**config.mk**
```make
export PLATFORM = sky130hd
export DESIGN_NAME = ordered_list_table_engine_core
export DESIGN_NICKNAME = d
export VERILOG_FILES = /design/src/rtl/olte_pkg.sv /design/src/rtl/olte_cell.sv /design/src/rtl/ordered_list_table_engine_core.sv
export SDC_FILE = /design/constraint.sdc
export NUM_CORES = 2
export LEC_CHECK = 0
export BUFFER_PORTS_ARGS = -buffer_cell sky130_fd_sc_hd__buf_2
export CAP_MARGIN = 40
export CORE_ASPECT_RATIO = 0.9
export CORE_MARGIN = 2
export CORE_UTILIZATION = 30
export CTS_BUF_LIST = sky130_fd_sc_hd__clkbuf_4 sky130_fd_sc_hd__clkbuf_8
export DETAILED_ROUTE_END_ITERATION = 6
export HOLD_SLACK_MARGIN = 0.05
export PLACE_DENSITY_LB_ADDON = 0.25
export SKIP_CTS_REPAIR_TIMING = 1
export SLEW_MARGIN = 15
export SYNTH_ARGS = -nofsm -noshare
export SYNTH_HDL_FRONTEND = slang
export SYNTH_SLANG_ARGS = --single-unit
```
**constraint.sdc**
```tcl
create_clock -name clock -period 7.39 [get_ports clock]
set_input_delay 0 -clock clock [delete_from_list [all_inputs] [get_ports clock]]
set_output_delay 0 -clock clock [all_outputs]
set_load 0.01 [all_outputs]
```
**src/rtl/olte_pkg.sv**
```systemverilog
`timescale 1ns / 1ps
package olte_pkg;

   localparam int MAX_ENTRIES = 64;
   localparam int CNT_W = 7;
   localparam int IDX_W = $clog2(MAX_ENTRIES);

   localparam logic [2:0] CMD_APPEND    = 3'd0;
   localparam logic [2:0] CMD_REMOVE_VAL = 3'd1;
   localparam logic [2:0] CMD_REMOVE_AT = 3'd2;
   localparam logic [2:0] CMD_REPLACE   = 3'd3;
   localparam logic [2:0] CMD_WRITE_AT  = 3'd4;
   localparam logic [2:0] CMD_READ_AT   = 3'd5;
   localparam logic [2:0] CMD_COUNT     = 3'd6;
   localparam logic [2:0] CMD_CLEAR     = 3'd7;

   localparam logic [1:0] ST_OK     = 2'd0;
   localparam logic [1:0] ST_BADPOS = 2'd1;
   localparam logic [1:0] ST_FULL   = 2'd2;

   typedef struct packed {
      logic [2:0]         command;
      logic [6:0]         position;
      logic signed [31:0] value;
      logic signed [31:0] new_value;
   } req_type;

   typedef struct packed {
      logic signed [31:0] read_data;
      logic [6:0]         match_count;
      logic [6:0]         entry_count;
      logic [1:0]         status;
   } rsp_type;

   typedef struct packed {
      logic shift;
      logic push;
   } ctl_type;

endpackage

```
**src/rtl/olte_cell.sv**
```systemverilog
`timescale 1ns / 1ps
module olte_cell
   import olte_pkg::*;
(
   input  logic               clock,
   input  ctl_type            ctl,
   input  logic               sel,
   input  logic signed [31:0] nxt,
   input  logic signed [31:0] fb,
   output logic signed [31:0] data
);

   logic signed [31:0] data_ff;

   always_ff @(posedge clock) begin
      // on a push the selected tail cell takes the fed-back item; on a shift the rest move toward the head
      if (sel && ctl.push) begin
         data_ff <= fb;
      end else if (ctl.shift) begin
         data_ff <= nxt;
      end
   end

   assign data = data_ff;

endmodule

```
**src/rtl/ordered_list_table_engine_core.sv**
```systemverilog
`timescale 1ns / 1ps
// Channel  | Ports                  | Handshake
// ---------+------------------------+----------------------------------
// command  | req_item, start, busy  | taken when start & !busy
// result   | rsp_item, rsp_valid    | one cycle per item, no backpressure
//
// Entries sit in a row of cells that rotates toward cell 0 one place a cycle
// while scanning. Append, clear, bad positions and empty-list commands end
// without a scan; remove, replace, write, read and count lap the held entries.
// The result appears the cycle after the last step; busy drops with it.
// Synchronous reset empties the list; cell contents are left as they are.
module ordered_list_table_engine_core
   import olte_pkg::*;
(
   input  logic    clock,
   input  logic    reset,
   input  logic    start,
   input  req_type req_item,
   output logic    busy,
   output logic    rsp_valid,
   output rsp_type rsp_item
);

   localparam logic S_IDLE = 1'b0;
   localparam logic S_SCAN = 1'b1;

   logic               state_ff, state_in;
   logic [CNT_W-1:0]   occ_ff, occ_in;
   logic [CNT_W-1:0]   len_ff, len_in;
   logic [CNT_W-1:0]   step_ff, step_in;
   logic [CNT_W-1:0]   match_ff, match_in;
   logic signed [31:0] rdata_ff, rdata_in;
   req_type            req_ff;
   logic               rsp_valid_ff, rsp_valid_in;
   rsp_type            rsp_ff, rsp_in;

   ctl_type            ctl;
   logic [IDX_W-1:0]   tail_idx;
   logic signed [31:0] fb;
   logic signed [31:0] cell_data [MAX_ENTRIES];
   logic signed [31:0] head;
   logic               hit, pos_hit, accept, pos_ok;
   logic [CNT_W-1:0]   len_after;

   assign head    = cell_data[0];
   assign accept  = start && (state_ff == S_IDLE);
   assign hit     = (head == req_ff.value);
   assign pos_hit = ((step_ff + CNT_W'(1)) == req_ff.position);
   assign pos_ok  = (req_item.position != '0) && (req_item.position <= occ_ff);

   always_comb begin
      state_in     = state_ff;
      occ_in       = occ_ff;
      len_in       = len_ff;
      step_in      = step_ff;
      match_in     = match_ff;
      rdata_in     = rdata_ff;
      rsp_valid_in = 1'b0;
      rsp_in       = rsp_ff;
      ctl          = '0;
      fb           = head;
      tail_idx     = IDX_W'(len_ff - CNT_W'(1));
      len_after    = len_ff;

      unique case (state_ff)
         S_IDLE: begin
            if (accept) begin
               rsp_valid_in = 1'b1;
               rsp_in       = '0;
               rsp_in.status = ST_OK;
               len_in   = occ_ff;
               step_in  = '0;
               match_in = '0;
               rdata_in = '0;
               case (req_item.command)
                  CMD_APPEND: begin
                     if (occ_ff == CNT_W'(MAX_ENTRIES)) begin
                        rsp_in.status = ST_FULL;
                     end else begin
                        ctl.push = 1'b1;
                        fb       = req_item.value;
                        tail_idx = occ_ff[IDX_W-1:0];
                        occ_in   = occ_ff + CNT_W'(1);
                     end
                  end
                  CMD_CLEAR: begin
                     occ_in = '0;
                  end
                  CMD_REMOVE_AT, CMD_WRITE_AT, CMD_READ_AT: begin
                     if (pos_ok) begin
                        rsp_valid_in = 1'b0;
                        state_in     = S_SCAN;
                     end else begin
                        rsp_in.status = ST_BADPOS;
                     end
                  end
                  default: begin
                     if (occ_ff != '0) begin
                        rsp_valid_in = 1'b0;
                        state_in     = S_SCAN;
                     end
                  end
               endcase
               rsp_in.entry_count = occ_in;
            end
         end
         S_SCAN: begin
            // pop the head, push it back (possibly altered) or drop it
            ctl.shift = 1'b1;
            ctl.push  = 1'b1;
            case (req_ff.command)
               CMD_REMOVE_VAL: ctl.push = !hit;
               CMD_REMOVE_AT:  ctl.push = !pos_hit;
               CMD_REPLACE:    fb = hit ? req_ff.new_value : head;
               CMD_WRITE_AT:   fb = pos_hit ? req_ff.value : head;
               CMD_READ_AT: begin
                  if (pos_hit) rdata_in = head;
               end
               CMD_COUNT: begin
                  if (hit) match_in = match_ff + CNT_W'(1);
               end
               default: ;
            endcase
            if (!ctl.push) len_after = len_ff - CNT_W'(1);
            len_in  = len_after;
            step_in = step_ff + CNT_W'(1);
            if (step_in == occ_ff) begin
               state_in           = S_IDLE;
               occ_in             = len_after;
               rsp_valid_in       = 1'b1;
               rsp_in.read_data   = rdata_in;
               rsp_in.match_count = match_in;
               rsp_in.entry_count = len_after;
               rsp_in.status      = ST_OK;
            end
         end
         default: state_in = S_IDLE;
      endcase
   end

   always_ff @(posedge clock) begin
      if (reset) begin
         state_ff     <= S_IDLE;
         occ_ff       <= '0;
         rsp_valid_ff <= 1'b0;
      end else begin
         state_ff     <= state_in;
         occ_ff       <= occ_in;
         rsp_valid_ff <= rsp_valid_in;
      end
   end

   always_ff @(posedge clock) begin
      if (accept) req_ff <= req_item;
      len_ff   <= len_in;
      step_ff  <= step_in;
      match_ff <= match_in;
      rdata_ff <= rdata_in;
      rsp_ff   <= rsp_in;
   end

   for (genvar i = 0; i < MAX_ENTRIES; i++) begin : g_cell
      logic signed [31:0] nxt;
      if (i == MAX_ENTRIES - 1) begin : g_last
         assign nxt = fb;
      end else begin : g_mid
         assign nxt = cell_data[i+1];
      end
      olte_cell u_cell (
         .clock (clock),
         .ctl   (ctl),
         .sel   (tail_idx == IDX_W'(i)),
         .nxt   (nxt),
         .fb    (fb),
         .data  (cell_data[i])
      );
   end

   assign busy      = (state_ff == S_SCAN);
   assign rsp_valid = rsp_valid_ff;
   assign rsp_item  = rsp_ff;

endmodule

```
-- Word-level counts from Yosys, hierarchy flattened
Index checks and enable logic that the tools add are counted.
- add/subtract/negate cells: 4
- multiply operators: 0
- divide/modulo/power cells: 0
- magnitude comparators: 1
- equal/unequal tests: 79
- shifts and indexed selects: 0
- multiplexer cells: 181
- bitwise operators: 1
- reductions and logical operators: 139
- operator list (cell ; count):
    two-way mux 32 bit ; 136
    equality test 6 bit (second input constant) ; 32
    one-hot mux 32 bit (2 select lines) ; 3
    nonzero test 2 bit ; 64
    equality test 6 x 5 -> 1 bit (second input constant) ; 16
    two-way mux 48 bit ; 2
    one-hot mux 48 bit (2 select lines) ; 1
    one-hot mux 7 bit (2 select lines) ; 5
    logical AND 1 bit ; 66
    two-way mux 7 bit ; 8
    equality test 6 x 4 -> 1 bit (second input constant) ; 8
    equality test 32 bit ; 1
    equality test 6 x 3 -> 1 bit (second input constant) ; 4
    two-way mux 6 bit ; 4
    adder 7 x 1 -> 7 bit (second input constant) ; 3
    equality test 3 bit (second input constant) ; 6
    equality test 7 bit ; 2
    two-way mux 1 bit ; 14
    nonzero test 7 bit ; 2
    equality test 6 x 2 -> 1 bit (second input constant) ; 2
    one-hot mux 1 bit (2 select lines) ; 6
    equality test 3 x 2 -> 1 bit (second input constant) ; 3
    equality test 7 bit (second input constant) ; 1
    <= comparator 7 bit ; 1
    14 further kinds ; 15
- register bits after elaboration: 2232
- bits in latches: 0
- bits in writable memories: 0
- memory bits (read-only): 0
- input bits: 77
- memories: 0

-- Logic depth before layout (Yosys ltp)
- depth in word-level cells: 8
- mapped depth: 14

-- Hierarchy
A second synthesis with hierarchy kept.
- cells, all modules: 5216
- area total of the unflattened synthesis: 103772.0 um2
- by module, submodules not included (module ; times used ; cells an instance ; area an instance (um2) ; seq. area each (um2)):
    olte_cell ; 64 ; 69 ; 1476.4 ; 960.9
    ordered_list_table_engine_core ; 1 ; 800 ; 9281.4 ; 5435.2

-- Worst setup path after synthesis
OpenSTA, ideal clock, no wires.
- path type: register -> register
- start point: reg state_ff, in the netlist busy
- end point: reg g_cell[63].u_cell.data_ff[0] (enable)
- library setup time: 0.511 ns
- arrival: 6.270 ns
- required time: 6.879 ns
- slack: 0.609 ns
- cell stages (with the launch flop): 7
- buffers on the path: 2
- cell sequence: dfxtp_1 nand2b_1 inv_1 o311ai_4 buf_4 buf_2 o41ai_1
- word-level cells in the longest chain between the ends: 7
- elaborated cells on any way between the ends: 10
- ends and longest elaborated chain (what ; line ; RTL):
    start, declared ; ordered_list_table_engine_core.sv:27 ; logic state_ff, state_in;
    start signal, assigned ; ordered_list_table_engine_core.sv:147 ; state_ff <= state_in;
    inverter 1 bit (*) ; n/a ;
    logical AND 1 bit (*) ; ordered_list_table_engine_core.sv:46 ; assign accept = start && (state_ff == S_IDLE);
    net accept ; ordered_list_table_engine_core.sv:42 ; logic hit, pos_hit, accept, pos_ok;
    two-way mux 6 bit ; ordered_list_table_engine_core.sv:67 ; if (accept) begin
    two-way mux 6 bit ; ordered_list_table_engine_core.sv:65 ; unique case (state_ff)
    equality test 6 bit ; ordered_list_table_engine_core.sv:172 ; .sel (tail_idx == IDX_W'(i)),
    logical AND 1 bit (*) ; olte_cell.sv:17 ; if (sel && ctl.push) begin
    nonzero test 2 bit (no source line) (*) ; n/a ;
    end signal, assigned ; olte_cell.sv:20 ; data_ff <= nxt;
    end, declared ; olte_cell.sv:13 ; logic signed [31:0] data_ff;
The timed path passes the listed nets; every way through them passes the cells marked *.
A chain may end at the register's enable or synchronous reset.

-- Worst setup path in the final report
- start point: reg step_ff[0]
- end point: reg g_cell[14].u_cell.data_ff[0] (enable)
- word-level cells in the longest chain between the ends: 8
- ends and longest elaborated chain (what ; line ; RTL):
    start, declared ; ordered_list_table_engine_core.sv:30 ; logic [CNT_W-1:0] step_ff, step_in;
    start signal, assigned ; ordered_list_table_engine_core.sv:156 ; step_ff <= step_in;
    adder 7 x 1 -> 7 bit ; ordered_list_table_engine_core.sv:48 ; assign pos_hit = ((step_ff + CNT_W'(1)) == req_ff.position);
    equality test 7 bit ; ordered_list_table_engine_core.sv:48 ;
    zero test 1 bit ; ordered_list_table_engine_core.sv:113 ; CMD_REMOVE_AT: ctl.push = !pos_hit;
    one-hot mux 1 bit (2 select lines) ; ordered_list_table_engine_core.sv:111 ; case (req_ff.command)
    two-way mux 1 bit ; ordered_list_table_engine_core.sv:65 ;
    one-hot mux 1 bit (2 select lines) ; ordered_list_table_engine_core.sv:65 ;
    logical AND 1 bit ; olte_cell.sv:17 ;
    nonzero test 2 bit (no source line) ; n/a ;
    end signal, assigned ; olte_cell.sv:20 ;
    end, declared ; olte_cell.sv:13 ;
No other way between the ends. The select of a mux whose other input is x is not followed.

==> key figures <==
Placed design
  • Inst Count DP: 9666
  • Placed wire-length estimate: 152900 microns
  • GPL Wtd Cong: 0.8212
  • Port-buffer cells: 126
  • Worst slack, placed: 2.445 ns

STA
  • Fin Clk Skew: 0.07035 ns
  • Tmin final: 4.856 ns
  • Slew @ Worst Pin: 1.017 ns
  • Setup tns final: 0 ns
  • Slew HR: 31.58%
  • RSZ-0062 raised after global routing: no
  • Slack of the critical path: 2.534 ns
  • Fmax achieved: 205.9 MHz
  • Final max-slew violation count: 0
  • Tcrit/Tclk final: 65.71%
  • Hold Violations, Final: 0
  • Setup violators final: 0

Synthesis
  • Area contributors post-synth: edfxtp_1 (68%), mux2_2 (22%), mux2_1 (1.7%)
  • Asr flop ratio synth: 0%
  • Cell with the most instances after synthesis: edfxtp_1
  • Synthesized area: 0.09817 sq mm
  • Yosys top cell area share: 68.00%
  • Syn_nets: 5576
  • Post-synth top cells: edfxtp_1 (2223), mux2_2 (1875), clkbuf_1 (189), mux2_1 (146), nand2_1 (116)
  • Mapped Cells: 5487
  • Synth warn: 0
  • Post-synth cell types: 67
  • EDFF count, synth: 2223
  • Yosys reg bits: 2232
  • Fraction of the yosys area taken by sequential cells: 68.18%
  • Synth area leader: edfxtp_1
  • Synth Flop Type: edfxtp_1
  • Synth Area per Inst: 17.89 sq um

Clock network
  • CTS sink cnt: 2232
  • Root buffer cell: clkbuf_8
  • TritonCTS Buffers: 375
  • Clock transition at path regs: 0.06 ns
  • H-tree depth: 5
  • CTS tree: yes
  • Clk_lat worst skew: 0.98 ns
  • Max clock buf depth: 4

GRT
  • Global-route wire length before repair: 372900 microns
  • GRT Total Usage: 14.84%
  • Vias in the first global route: 53960
  • GR Overflow Total: 0
  • Pin count of the biggest net entering global routing: 65
  • Initial antenna violation count: 24

Floorplan
  • Rows: 199
  • Die area: 0.3318 sq mm
  • Die Span Y: 546.7 microns
  • Core area: 0.3262 sq mm
  • Die width: 607.0 microns
  • I/O Pins: 127
  • Initial Util: 30.10%

Worst hold path
  • Worst Hold Class: input port to flip-flop
  • Hold Path Stages: 5

Detailed routing
  • WL final: 252100 microns
  • WL per Instance: 24.01 microns
  • First-pass iteration count of the detailed router: 7
  • DRC errors left: 1
  • Vias per std cell: 4.889
  • Antenna viol nets, final: 0
  • Initial DRC count: 4631
  • Via Count: 51330

Power and ir drop
  • Net Sw Frac: 28.08%
  • Pint: 0.02375 W
  • Comb power frac: 16.7%
  • Sequential share of power: 50.8%
  • Maximum VDD drop: 0.1474 mV
  • Pwr Total: 0.03302 W
  • Pwr dens: 291.2 mW/mm^2
  • Lkg Pwr: 36.08 nW
  • P_sw: 0.009272 W
  • Clk network pwr share: 32.6%

Job
  • MaxCap Viol Count: 0

Critical path
  • Worst EP required: 7.95 ns
  • CP endpoint kind: flip-flop
  • Crit path kind: flip-flop to flip-flop
  • CP Data Arrival Time: 5.42 ns
  • Max FO, Critical Path: 33
  • CP Launch Type: flip-flop
  • FF-to-FF path depth: 9

Run status
  • Failing checks: design-rule violations
  • Status: finished, violations left

Final layout
  • Layout net count: 5985
  • Area grow syn2layout: 15.52%
  • Final non-filler cell total: 10500
  • Post-Route Utilization: 34.77%
  • Share of layout cells above drive strength 1: 48.13%
kinds of logic (layout without fill, tap and decap cells):
group                      Yosys count  in the layout  share of synthesized area, %
other                                0             12                             0
muxes                             2028           2028                         23.25
adders and majority gates           12             12                        0.1529
AOI/OAI and AO/OA                  293            293                         2.706
xor gates and xnor gates            67             67                        0.7494
buffers and inverters              469           1147                         2.805
DFF                               2232           2232                         68.18
and+or+nand+nor                    386            386                         2.153
layout make-up:
class                      instances  area, sq um
fill                           30700       212800
timing repair buffer             488         4990
sequential                      2232        66940
clock buffer                     494         6117
antenna                           12        30.03
tap                             4321         5406
clock inverter                   152        930.9
multi-input combinational       2786        28940
inverter                          13        48.80
metrics by stage:
step           hold WS (ns)  area, sq um
4_1_cts             -0.9234       111400
3_3_place_gp         0.1812       102900
6_report            0.09385       113400
3_5_place_dp         0.1781       104300
5_1_grt             0.09257       113400
2_1_floorplan       0.06907        98170
cell usage in the layout, fill, tap and decap left out, types with 31 or more instances in the layout:
cell / instances
buf_12: 55
nand2_1: 116
buf_4: 120
nor4_1: 31
mux2_2: 1875
xor2_1: 41
a21oi_1: 70
edfxtp_1: 2223
dlygate4sd3_1: 155
mux2_1: 146
clkbuf_8: 385
buf_2: 126
clkbuf_4: 109
nand3_1: 42
or2_2: 68
a21oi_4: 78
clkinv_1: 96
routing by layer:
metal	track usage [%]	vias to the layer above	wire length, microns
met5	0	-	66
met4	4.124	10	5942
met3	2.690	421	15510
met2	21.88	1499	109100
met1	22.16	27220	121400
li1	-	22180	-
power groups by stage:
| stage | sequential, W | clock (W) | combinational, W |
|---|---|---|---|
| 2_1_floorplan | 0.0167 | 0 | 0.00307 |
| 3_3_place_gp | 0.0171 | 0 | 0.00496 |
| 3_5_place_dp | 0.0170 | 0 | 0.00533 |
| 4_1_cts | 0.0168 | 0.0111 | 0.00539 |
| 5_1_grt | 0.0169 | 0.0116 | 0.00588 |
| 6_report | 0.0168 | 0.0108 | 0.00550 |
path summary, 6_finish.rpt:
kind	from	to	slack, ns
worst max-delay path	step_ff[0]	g_cell[14].u_cell.data[0]	2.53
worst min-delay path	req_item[71]	rsp_item[8]	0.09
worst max register to register	step_ff[0]	g_cell[14].u_cell.data[0]	2.53
worst min register to register	g_cell[46].u_cell.data[29]	g_cell[45].u_cell.data[29]	0.50
sequential cells by signal (all words and copies together) (netlist names):
register,cells
step_ff,7
busy,1
req_ff,74
occ_ff,7
rsp_item,48
g_cell.u_cell.data,2048
match_ff,7
rsp_valid,1
len_ff,7
rdata_ff,32
critical path, cell delays in order (launching register included):
cell and delay, ns:
edfxtp_1 0.48, ha_1 0.27, and3_1 0.32, and3_1 0.31
xnor3_1 0.29, nand4_2 0.46, nand4_2 0.77, a21oi_2 0.34
buf_4 0.42, or2_2 0.72
Power figures use the tool's default switching activity.
